### config.mk
export PLATFORM = sky130hd
export DESIGN_NAME = fse_ram
export DESIGN_NICKNAME = d
export VERILOG_FILES = /design/src/rtl/fse_ram.sv
export SDC_FILE = /design/constraint.sdc
export NUM_CORES = 1
export LEC_CHECK = 0
export BUFFER_PORTS_ARGS = -buffer_cell sky130_fd_sc_hd__clkbuf_2
export CORE_AREA = 10 10 296 298
export CTS_CLUSTER_DIAMETER = 40
export DETAILED_ROUTE_END_ITERATION = 8
export DIE_AREA = 0 0 306 308
export GPL_ROUTABILITY_DRIVEN = 0
export GPL_TIMING_DRIVEN = 1
export PLACE_DENSITY = 0.68
export SYNTH_ARGS = -nofsm -noshare
export SYNTH_HDL_FRONTEND = slang
export SYNTH_SLANG_ARGS = --single-unit
### constraint.sdc
create_clock -name clk -period 3.2 [get_ports clk]
set_clock_uncertainty 0.15 [all_clocks]
set_input_delay 0.64 -clock clk [delete_from_list [all_inputs] [get_ports clk]]
set_output_delay 0.64 -clock clk [all_outputs]
set_load 0.02 [all_outputs]
### src/rtl/fse_ram.sv
// generic single write port ram with registered read
module fse_ram #(
    parameter int WIDTH = 32,
    parameter int DEPTH = 32,
    localparam int AW = $clog2(DEPTH)
) (
    input  logic             clk,
    input  logic             we,
    input  logic [AW-1:0]    waddr,
    input  logic [WIDTH-1:0] wdata,
    input  logic [AW-1:0]    raddr,
    output logic [WIDTH-1:0] rdata
);

    logic [WIDTH-1:0] mem [DEPTH];

    always_ff @(posedge clk)
    begin
        if (we)
        begin
            mem[waddr] <= wdata;
        end
        rdata <= mem[raddr];
    end

endmodule

Word-level counts from Yosys, hierarchy flattened
Memories as Yosys holds them, arrays and structs flattened. A register that Yosys moved wholly into a read port is not among the register bits.
Cells that the tools add are included.
W data, S select, Z words.
Cells by class
  mux-type cells: 2
Operator list (count)
  $mux W1: 2
Storage, ports and cells
  word-level logic and storage cells: 3
  memories: 1
  RAM bits: 1024
  flip-flop bits (word level): 0
Memories
  mem: words 32, bits a word 32, rd ports 1, clocked after memory_dff 1, wr ports 1, line 15  | logic [WIDTH-1:0] mem [DEPTH];

Longest topological paths before layout
  word-level depth: 2
  gate-level depth with buffers: 8
  mapped depth without buffers: 5

Worst setup path after synthesis
No wires, ideal clock.
  path kind: input -> register
  from: in waddr[1]
  to: mem mem[12][0] (enable)
  data required time: 2.629 ns
  cell stages on the path: 3
  arrival: 2.653 ns
  setup slack: -0.024 ns
  path through: or3b_2 > clkbuf_1 > nor2_1
RTL lines
  start, declared: line 9  | input logic [AW-1:0] waddr,
  end, declared: line 15
Straight into the memory's write port.

Final worst setup path
  from: reg rdata[11], read port of mem
  to: out rdata[11]
RTL lines
  start, declared: line 12  | output logic [WIDTH-1:0] rdata
No word-level cell between the ends.

==> impl_metrics.py <==
metrics = {
    "synth": {
        "synthFlopType": "edfxtp_1",
        "synth_edf_count": 1024,
        "synth_top_cell_area_share_pct": 76.0,
        "syn_inst": 2260,
        "synth_area_leaders": "edfxtp_1 (76%), mux2i_1 (13%), a22oi_1 (1.8%)",
        "yosysSeqAreaShare_pct": 77.5,
        "ys_seq_elements": 1056,
        "syn_area_per_cell_um2": 17.9,
        "synth_cell_type_count": 25,
        "yosys-top-cells-count": "edfxtp_1 (1024), mux2i_1 (512), nand2_1 (98), nand3_1 (98)",
        "ys_async_sr_fraction_pct": 0,
        "syn-cell-area_um2": 40500,
        "syn-num-nets": 2304,
        "yosysWarnings": 0,
        "synth.most_common_cell": "edfxtp_1",
        "yosys.area.top_type": "edfxtp_1",
    },
    "die": {
        "chipWidth_um": 306,
        "num_rows": 105,
        "ios": 76,
        "dieArea_um2": 94200,
        "die_h_um": 308,
        "start_util_pct": 49.6,
        "coreArea_um2": 81600,
    },
    "worst_setup_path": {
        "start_kind": "flop",
        "path_cells": "clkbuf_2",
        "path_delay_family": "flip-flops",
        "crit_arrival_ns": 1.48,
        "rr_startpoint": "mem[0][17]",
        "cp.required_ns": 2.41,
        "critPathMaxFanout": 1,
        "path_buf_inv": 1,
        "crit_slowest_cell": "dfxtp_1",
        "max_stage_delay_ns": 0.55,
        "critical_path_class": "flop to output port",
        "end_kind": "output port",
        "cp-startpoint": "rdata[11]",
    },
    "detailed_routing": {
        "route.met3.wl_mm": 6.63,
        "vias": 21600,
        "first_pass_iters": 5,
        "wl_per_cell_um": 27.0,
        "avgViaCountPerCell": 5.94,
        "wl_met2_mm": 49.3,
        "wirelength_mm": 97.9,
        "drt.antenna.violating_nets": 0,
        "wl_met1_mm": 39.2,
        "dr.max_layer_used": "met5",
        "drt_iter0_markers": 2351,
        "route.detailed.drc": 0,
    },
    "sta": {
        "rsz0062_at_grt": "false",
        "setup_violations": 0,
        "fin_hold_ws_ns": 0.450,
        "drv_slew": 0,
        "layout_setup_ws_ns": 0.931,
        "fin_crit_ns": 2.27,
        "fin_crit_sh_pct": 70.9,
        "fmax_mhz": 441,
        "tightest_slew_ns": 0.737,
        "hold_viol_final": 0,
        "relSlewSlack_pct": 50.6,
    },
    "hold_path": {
        "holdCritPathClass": "flop to flop",
        "min_from": "mem[16][26]",
    },
    "power": {
        "irDropWorstVdd_mv": 0.390,
        "p_leak_nw": 16.6,
        "power.density_nw_per_um2": 659,
    },
    "place": {
        "post-place-ws_ns": 0.360,
        "io_buffers": 75,
        "place.detailed.hpwl_mm": 55.9,
    },
    "final_layout": {
        "area_delta_synth_final_pct": 16.5,
        "num-fill-cells": 5941,
        "final_nets": 2494,
        "drive_gt1_share_pct": 17.0,
    },
    "global_routing": {
        "grt-ovfl-total": 0,
        "grt.total_usage_pct": 20.6,
        "grt_pass1_vias": 21800,
        "grt_first_pass_wirelength_mm": 145,
        "grt_max_degree": 77,
        "antenna_found_initial": 5,
    },
    "clock_network": {
        "htreeDepth": 3,
        "clock_latency_ns": 0.68,
        "cts_resized": 0,
        "cts_tree": "done",
        "cts_hold_buf": 0,
        "cts_root_buffer": "clkbuf_16",
        "cts_inserted_buffers": 121,
        "path_clk_slew_ns": 0.06,
        "cts_max_path_buffers": 3,
        "cts_sinks": 1056,
        "post-cts-setup-buffer-count": 0,
    },
    "outcome": {
        "status": "completed",
    },
    "job": {
        "drv_cap": 0,
    },
}
[layer usage]
metal / track usage (%) / vias to the layer above
li1: - / 9395
met4: 6.93 / 2
met5: 0 / -
met1: 26.9 / 11100
met3: 3.15 / 181
met2: 35.1 / 900
[cell type report]
type / count / area [um2] / area share [%]
antenna: 3 / 7.51 / 0.0159
clock inverter: 81 / 945 / 2.00
clock buffer: 146 / 3250 / 6.88
multi-input combinational: 1077 / 8610 / 18.3
tap: 1070 / 1340 / 2.84
timing repair buffer: 194 / 1630 / 3.45
sequential: 1056 / 31400 / 66.6
[where the power goes]
group | leakage [nW] | switching (W) | internal, W | total, W
sequential | 9.49 | 0.0000918 | 0.0154 | 0.0155
clock | 2.01 | 0.00551 | 0.00857 | 0.0141
combinational | 5.12 | 0.00103 | 0.000505 | 0.00153
total | 16.6 | 0.00662 | 0.0245 | 0.0311
[path summary, 6_finish.rpt]
| kind | end | slack (ns) | depth (start not counted) |
|---|---|---|---|
| worst max-delay path | rdata[11] | 0.93 | 1 |
| worst min-delay path | rdata[26] | 0.45 | 4 |
| worst max register to register | rdata[17] | 1.44 | 5 |
| worst min register to register | rdata[26] | 0.45 | 4 |
[registers in the layout, summed over array words and instances (netlist names)]
name and flops:
mem 1024, rdata 32
[cells in the final DEF (no fill, tap or decap), drive strengths merged]
cell type	Yosys	final
mux2i	512	512
or3b	3	3
edfxtp	1024	1024
nor2b	1	1
bufinv	0	16
nand3	98	98
clkinvlp	0	14
or2	1	1
nor2	34	34
nand2b	2	2
a21oi	96	96
nand3b	5	5
and2	1	1
nor3	32	32
or3	1	1
a22o	64	64
clkbuf	48	220
clkinv	0	35
and2b	1	1
diode	0	3
dfxtp	32	32
a31oi	32	32
buf	79	120
a22oi	96	96
nand2	98	98
inv	0	16
[metrics by stage]
| stage | utilization [%] | total power, W | TNS, ns | area (um2) | std cells |
|---|---|---|---|---|---|
| finish | 57.8 | 0.0311 | 0 | 47200 | 3627 |
| global route | 57.8 | 0.0320 | 0 | 47200 | 3626 |
| CTS | 57.8 | 0.0313 | 0 | 47200 | 3624 |
| detailed placement | 52.7 | 0.0173 | 0 | 43000 | 3397 |
| global placement | 52.7 | 0.0173 | 0 | 43000 | 3397 |
| floorplan | - | 0.0166 | -5.23 | 40500 | 2260 |
[cell families (layout without fill, tap and decap cells)]
family / count (synthesis) / in the layout / share of synthesized area (%)
other cells: 0 / 3 / 0
buf+inv: 127 / 421 / 1.86
mux: 512 / 512 / 12.7
simple gates: 277 / 277 / 3.10
compound gates: 288 / 288 / 4.85
flops: 1056 / 1056 / 77.5
Note: power is estimated with default switching activity, not from simulation.
