<file path="config.mk">
export PLATFORM = sky130hd
export DESIGN_NAME = fse_divider
export DESIGN_NICKNAME = d
export VERILOG_FILES = /design/src/rtl/fse_pkg.sv /design/src/rtl/fse_divider.sv
export SDC_FILE = /design/constraint.sdc
export NUM_CORES = 1
export LEC_CHECK = 0
export BUFFER_PORTS_ARGS = -buffer_cell sky130_fd_sc_hd__buf_2
export CAP_MARGIN = 20
export CORE_MARGIN = 2
export CORE_UTILIZATION = 42
export CTS_BUF_LIST = sky130_fd_sc_hd__clkbuf_16
export DETAILED_ROUTE_END_ITERATION = 7
export GPL_TIMING_DRIVEN = 0
export SLEW_MARGIN = 20
export SYNTH_ARGS = -nofsm -noshare
export SYNTH_HDL_FRONTEND = slang
export SYNTH_SLANG_ARGS = --single-unit
</file>
<file path="constraint.sdc">
create_clock -name clk -period 4.28 [get_ports clk]
set_input_delay 0.642 -clock clk [delete_from_list [all_inputs] [get_ports clk]]
set_output_delay 0.642 -clock clk [all_outputs]
set_load 0.02 [all_outputs]
</file>
<file path="src/rtl/fse_pkg.sv">
// shared constants, opcode codes and decode tables for the forth stack engine
package fse_pkg;

    localparam int CELL_W   = 32;
    localparam int ACT_W    = 6;
    localparam int FAULT_W  = 3;
    localparam int DEPTH_W  = 6;
    localparam int DICT_W   = 12;
    localparam int CFG_IDX_W = 1;

    localparam int DEF_DATA_STACK_DEPTH   = 32;
    localparam int DEF_RETURN_STACK_DEPTH = 32;
    localparam int DEF_MEM_WORDS          = 1024;

    typedef logic [CELL_W-1:0] cell_t;
    typedef logic [ACT_W-1:0] act_t;
    typedef logic [FAULT_W-1:0] fault_t;

    localparam logic [CFG_IDX_W-1:0] CFG_START_ADDRESS    = 1'd0;
    localparam logic [CFG_IDX_W-1:0] CFG_DICTIONARY_START = 1'd1;

    localparam act_t A_EXIT     = 6'd0;
    localparam act_t A_DUP      = 6'd1;
    localparam act_t A_2DUP     = 6'd2;
    localparam act_t A_DROP     = 6'd3;
    localparam act_t A_OVER     = 6'd4;
    localparam act_t A_SWAP     = 6'd5;
    localparam act_t A_ROT      = 6'd6;
    localparam act_t A_ADD      = 6'd7;
    localparam act_t A_SUB      = 6'd8;
    localparam act_t A_MUL      = 6'd9;
    localparam act_t A_DIV      = 6'd10;
    localparam act_t A_MOD      = 6'd11;
    localparam act_t A_EQ       = 6'd12;
    localparam act_t A_LT       = 6'd13;
    localparam act_t A_LE       = 6'd14;
    localparam act_t A_GT       = 6'd15;
    localparam act_t A_GE       = 6'd16;
    localparam act_t A_ZEQ      = 6'd17;
    localparam act_t A_ZGT      = 6'd18;
    localparam act_t A_ZGE      = 6'd19;
    localparam act_t A_ZLT      = 6'd20;
    localparam act_t A_ZLE      = 6'd21;
    localparam act_t A_LIT      = 6'd22;
    localparam act_t A_JZ       = 6'd23;
    localparam act_t A_TOR      = 6'd24;
    localparam act_t A_FROMR    = 6'd25;
    localparam act_t A_FETCH    = 6'd26;
    localparam act_t A_STORE    = 6'd27;
    localparam act_t A_CFETCH   = 6'd28;
    localparam act_t A_CSTORE   = 6'd29;
    localparam act_t A_DUPPLUS  = 6'd30;
    localparam act_t A_OVERPLUS = 6'd31;
    localparam act_t A_COMMA    = 6'd32;

    localparam fault_t F_NONE       = 3'd0;
    localparam fault_t F_DUNDERFLOW = 3'd1;
    localparam fault_t F_DOVERFLOW  = 3'd2;
    localparam fault_t F_RUNDERFLOW = 3'd3;
    localparam fault_t F_ROVERFLOW  = 3'd4;
    localparam fault_t F_DIVZERO    = 3'd5;

    // data stack entries an action needs, top included
    function automatic logic [1:0] need_of(input act_t act);
        logic [1:0] n;
        case (act)
            A_EXIT, A_LIT, A_FROMR:                          n = 2'd0;
            A_DUP, A_DROP, A_ZEQ, A_ZGT, A_ZGE, A_ZLT, A_ZLE,
            A_JZ, A_TOR, A_FETCH, A_CFETCH, A_DUPPLUS, A_COMMA: n = 2'd1;
            A_ROT:                                           n = 2'd3;
            default:                                         n = 2'd2;
        endcase
        return n;
    endfunction

    // positive growth of the data stack, zero for shrinking actions
    function automatic logic [1:0] grow_of(input act_t act);
        logic [1:0] g;
        case (act)
            A_DUP, A_OVER, A_LIT, A_FROMR, A_DUPPLUS, A_OVERPLUS: g = 2'd1;
            A_2DUP:                                               g = 2'd2;
            default:                                              g = 2'd0;
        endcase
        return g;
    endfunction

    function automatic logic is_mem_op(input act_t act);
        return (act == A_FETCH) || (act == A_STORE) || (act == A_CFETCH) ||
               (act == A_CSTORE) || (act == A_COMMA);
    endfunction

endpackage

</file>
<file path="src/rtl/fse_divider.sv">
// unsigned restoring divider, one quotient bit per cycle
module fse_divider (
    input  logic          clk,
    input  logic          rst_n,
    input  logic          start,
    input  fse_pkg::cell_t dividend,
    input  fse_pkg::cell_t divisor,
    output logic          done,
    output fse_pkg::cell_t quotient,
    output fse_pkg::cell_t remainder
);

    localparam int W  = fse_pkg::CELL_W;
    localparam int CNW = $clog2(W + 1);

    logic [W-1:0]   quo_reg;
    logic [W-1:0]   rem_reg;
    logic [W-1:0]   dvs_reg;
    logic [CNW-1:0] cnt_reg;
    logic           busy_reg;
    logic           done_reg;
    logic [W:0]     trial;

    assign trial = {rem_reg, quo_reg[W-1]} - {1'b0, dvs_reg};

    always_ff @(posedge clk or negedge rst_n)
    begin
        if (!rst_n)
        begin
            busy_reg <= 1'b0;
            done_reg <= 1'b0;
            cnt_reg  <= '0;
            quo_reg  <= '0;
            rem_reg  <= '0;
            dvs_reg  <= '0;
        end
        else
        begin
            done_reg <= 1'b0;
            if (start)
            begin
                quo_reg  <= dividend;
                rem_reg  <= '0;
                dvs_reg  <= divisor;
                cnt_reg  <= CNW'(W);
                busy_reg <= 1'b1;
            end
            else if (busy_reg)
            begin
                if (!trial[W])
                begin
                    rem_reg <= trial[W-1:0];
                    quo_reg <= {quo_reg[W-2:0], 1'b1};
                end
                else
                begin
                    rem_reg <= {rem_reg[W-2:0], quo_reg[W-1]};
                    quo_reg <= {quo_reg[W-2:0], 1'b0};
                end
                cnt_reg <= cnt_reg - CNW'(1);
                if (cnt_reg == CNW'(1))
                begin
                    busy_reg <= 1'b0;
                    done_reg <= 1'b1;
                end
            end
        end
    end

    assign done      = done_reg;
    assign quotient  = quo_reg;
    assign remainder = rem_reg;

endmodule

</file>
======== Word level (Yosys, flattened, before mapping) ========
Cells that the tools add are included.
W data, S select, Z words.
word-level totals
  output and inout port bits .............. 65
  register bits after elaboration ......... 104
  bits of input ports ..................... 67
  word-level logic and storage cells ...... 24
operators by class
  eq/ne operators ......................... 1
  reductions and logical operators ........ 1
  add/subtract/negate cells ............... 2
  multiplexer cells ....................... 14
operators with widths
  kind                   number
  $mux W32               5
  $sub A33 B32 Y33       1
  $mux W6                2
  $mux W1                7
  $eq A6 B1 Y1 const B   1
  $sub A6 B1 Y6 const B  1
  $reduce_bool A2 Y1     1

======== Depth between registers and ports, before layout ========
  depth in word-level cells ............... 4
  depth in mapped cells ................... 13
  mapped depth without buffers ............ 12

======== Least setup slack after synthesis ========
OpenSTA, ideal clock, no wires.
  path type ............................... reg-to-reg
  start point ............................. register quo_reg[31] (netlist: quotient[31])
  end point ............................... register rem_reg[30] (netlist: remainder[30])
  library setup time ...................... 0.133 ns
  arrival time ............................ 2.665 ns
  required time ........................... 4.147 ns
  buffers on the path ..................... 0
  clock period less this slack ............ 2.798 ns
  slack ................................... 1.482 ns
  stages on the path, launching flop included .. 13
  cell sequence ........................... dfrtp_1 -> inv_1 -> ha_1 -> inv_1 -> fa_1 -> a211oi_2 -> o211ai_2 -> a31o_2 -> o2111ai_1 -> a21oi_1 -> o2111a_1 -> o311ai_0 -> nand2_1
on the way
  longest elaborated chain between the ends .. 4
RTL lines
  item                      line               RTL
  start: declaration        fse_divider.sv:16  logic [W-1:0] quo_reg;
  start signal: assignment  fse_divider.sv:42  quo_reg <= dividend;
  start signal: assignment  fse_divider.sv:53  quo_reg <= {quo_reg[W-2:0], 1'b1};
  start signal: assignment  fse_divider.sv:58  quo_reg <= {quo_reg[W-2:0], 1'b0};
  $sub A33 B32 Y33          fse_divider.sv:24  assign trial = {rem_reg, quo_reg[W-1]} - {1'b0, dvs_reg};
  $mux W32                  fse_divider.sv:50  if (!trial[W])
  $mux W32                  fse_divider.sv:48  else if (busy_reg)
  $mux W32                  fse_divider.sv:40  if (start)
  end signal: assignment    fse_divider.sv:52  rem_reg <= trial[W-1:0];
  end signal: assignment    fse_divider.sv:57  rem_reg <= {rem_reg[W-2:0], quo_reg[W-1]};
  end: declaration          fse_divider.sv:17  logic [W-1:0] rem_reg;
Every way passes these cells. The select of a mux whose other input is x is not followed.
A chain may end at the register's enable or synchronous reset.

======== Final worst setup path ========
Ends and elaborated chain as after synthesis.

==> results by group <==
Timing
  • Fin crit period: approximately 3 ns
  • Max-slew violation count: 0
  • RSZ-0062 raised after global routing: no
  • Hold Worst Slack: 0.182 ns
  • Setup TNS: 0 ns
  • Worst Skew: a little under 0.007 ns
  • Worst slew pin tran: roughly 0.70 ns
  • Fin. Hold Viols: 0
  • Worst slew margin: 0.532
  • Fmax: between 300 and 400 MHz
  • Fin crit share: 0.716
  • Finish-stage setup viols: 0

Critical path
  • Max incr delay on CP: 0.42 ns
  • Arrival time at the worst endpoint: around 3.3 ns
  • CP endpoint kind: register
  • Crit-path slowest cell: fa_1
  • Critical path class: register to register
  • CP Max Fanout: 3
  • CP most frequent cell: inv_1
  • Worst path cell trace: inv_1, ha_1, inv_1, fa_1, a211oi_2, o211ai_2, a31o_2, o2111ai_1, a21oi_1, o2111a_1, o311ai_0, nand2_1
  • WP data required: roughly 4.5 ns
  • Setup crit start kind: register

Synthesis
  • Syn_area_per_cell: 8.74 sq um
  • Ys flop type: dfrtp_1
  • Sequential share of the synthesized area: 0.398
  • Post-synth EDFFs: 0
  • Cell variety after synth: 74
  • Mux contribution to synthesized area: 0.0522
  • Area share of fa/ha/maj cells after synthesis: 0.0680
  • Synth Area in Simple Gates: 0.174
  • YS warnings: 0
  • FF+latch count, synth: around 100
  • XOR/XNOR share of the synthesized area: 0.0375
  • Netlist Area Pre-Place: between 6000 and 7000 sq um
  • Post-synth ARST share: 1.00
  • Syn_nets: between 800 and 900
  • Post-synthesis instance total: around 750
  • Synth Area in Compound Gates: 0.214
  • Main combinational cell family by area after synthesis: compound AO/OA/AOI/OAI gates

Run
  • Max_cap viols: 0

Placement
  • Port bufs: roughly 130
  • Hpwl dp: approximately 13000 microns
  • Final GP Congestion: just under 0.9

Cells and area
  • Final net count: between 900 and 1000
  • Ant diodes: 0
  • Layout Area Growth over Synthesis: 18.2%
  • Share of layout cells above drive strength 1: 0.206

Routing
  • Iter 0 DRT Violations: ~270
  • DRT Wirelength: around 18000 microns
  • DRC viols: 0
  • Drt wl/cell: ~16 microns
  • Vias/cell: 5.41
  • Pre-antenna DRT Iters: 5
  • Final ANT Viol Nets: 0
  • Routed vias: about 5900

Clocking
  • CTS Sinks: ~100
  • CTS Buffer Depth: 2
  • Worst-path clk slew: around 0.070 ns
  • CTS-repair resized insts: 0
  • Worst skew pair latency: about 0.36 ns
  • Clk root buf: clkbuf_16
  • H-tree depth: 3
  • Clock buffer count from CTS: 9
  • CTS tree: yes
  • # Post-CTS Setup Buffers: 0
  • CTS Hold Bufs: 0

Global routing
  • Pin count of the biggest net entering global routing: between 60 and 70
  • Number of global-route vias before repair: around 5900
  • Initial antenna violation count: 0
  • First-pass GRT wire length: around 29000 microns
  • Tot GR Track Use: 0.223
  • Grt ovf: 0

Power
  • Leakage: around 4.0 nW
  • Power per cell area: about 500 nW/um^2
  • Pwr Total: ~0.0040 W
  • VDD IR max: 225 uV

Floorplanning
  • Initial core utilization: 0.431
  • Row cnt: 45
  • Die height: approximately 130 microns
  • Chip width: about 130 microns
  • Die area: 16600 sq um
  • Core Box Area: 15200 sq um
  • Top-level I/O count: 132

Min path
  • Worst hold path type: primary input to asynchronous set/reset pin

Status
  • Status: finished clean
## worst max-delay path: cells and delay by family (launching register included)
kind	cells	cell delay, ns
compound gates	7	1.73
buf+inv	2	0.15
simple gates	1	0.08
flops	1	0.40
fa+ha+maj	2	0.59
## where the power goes
group | total, W | internal (W) | switching, W
logic | 0.00192 | 0.000758 | 0.00116
clock network | 0.000766 | 0.000390 | 0.000376
registers | 0.00130 | 0.00115 | 0.000153
## layer usage
layer  global-route usage  up-vias  wire (microns)
met4               0.0786        0             415
met2                0.352      159            7820
met3               0.0549       22            1150
met5                    0        -               0
met1                0.299     2762            8230
li1                     -     2929               -
## cells by family (layout without fill, tap and decap cells)
kind of cell               count (synthesis)  count (layout)
AOI/OAI and AO/OA                        212             212
xor gates and xnor gates                  25              25
adders and majority gates                 35              35
buffers and inverters                     89             237
DFF                                      104             104
muxes                                     34              34
and+or+nand+nor                          250             250
## cell usage after synthesis (5+ instances only)
cell	n	area, sq um
inv_1	47	176
a21o_1	8	60.1
o21a_1	6	45.0
clkbuf_1	27	101
o21ai_1	5	25.0
nand2_1	133	499
buf_2	6	30.0
mux2i_1	33	330
xnor2_1	18	158
buf_4	5	37.5
dfrtp_1	104	2600
ha_1	34	425
xor2_1	5	43.8
a21oi_1	38	190
or3_1	5	31.3
o21ai_0	84	420
nor3_1	12	60.1
nand4_1	5	31.3
nand3_1	9	45.0
a311oi_1	26	228
nor2_1	55	206
## final timing paths
path,from,to,slack (ns),depth (start not counted)
setup / recovery,quotient[31],remainder[30],1.21,12
hold / removal,rst_n,remainder[12],0.18,1
setup reg to reg,quotient[31],remainder[30],1.21,12
hold reg to reg,dvs_reg[0],dvs_reg[0],0.52,1
max in group asynchronous,rst_n,quotient[3],3.45,2
min in group clk,dividend[20],quotient[20],0.49,3
## cells in the final DEF (no fill, tap or decap), types with 3 or more instances in the layout
| master | n |
|---|---|
| a211oi_1 | 4 |
| a21o_1 | 8 |
| a21oi_1 | 38 |
| a311oi_1 | 26 |
| a31o_2 | 3 |
| a41oi_1 | 3 |
| and2_1 | 4 |
| and3_1 | 3 |
| buf_2 | 136 |
| buf_4 | 5 |
| clkbuf_1 | 27 |
| clkbuf_16 | 9 |
| dfrtp_1 | 104 |
| ha_1 | 34 |
| inv_1 | 48 |
| mux2i_1 | 33 |
| nand2_1 | 133 |
| nand3_1 | 9 |
| nand3b_1 | 4 |
| nand4_1 | 5 |
| nor2_1 | 55 |
| nor3_1 | 12 |
| o211ai_1 | 3 |
| o21a_1 | 6 |
| o21ai_0 | 84 |
| o21ai_1 | 5 |
| or3_1 | 5 |
| xnor2_1 | 18 |
| xor2_1 | 5 |
## per-stage QoR
stage	instances	utilization	worst slack, ns	area (sq um)
2_1_floorplan	749	-	1.48	6550
3_3_place_gp	1068	0.489	1.23	7440
3_5_place_dp	1069	0.491	1.21	7470
4_1_cts	1085	0.509	1.19	7730
5_1_grt	1085	0.509	0.913	7730
6_report	1085	0.509	1.21	7730
## cell type report
class	instances	area [sq um]
Clock inverter	7	38.8
Clock buffer	9	225
Inverter	47	176
Tap cell	188	235
Sequential cell	104	2600
Multi-Input combinational cell	556	3570
Timing Repair Buffer	132	689
Fill cell	1543	7470
Buffer	42	193
(Power assumes the default switching activity.)
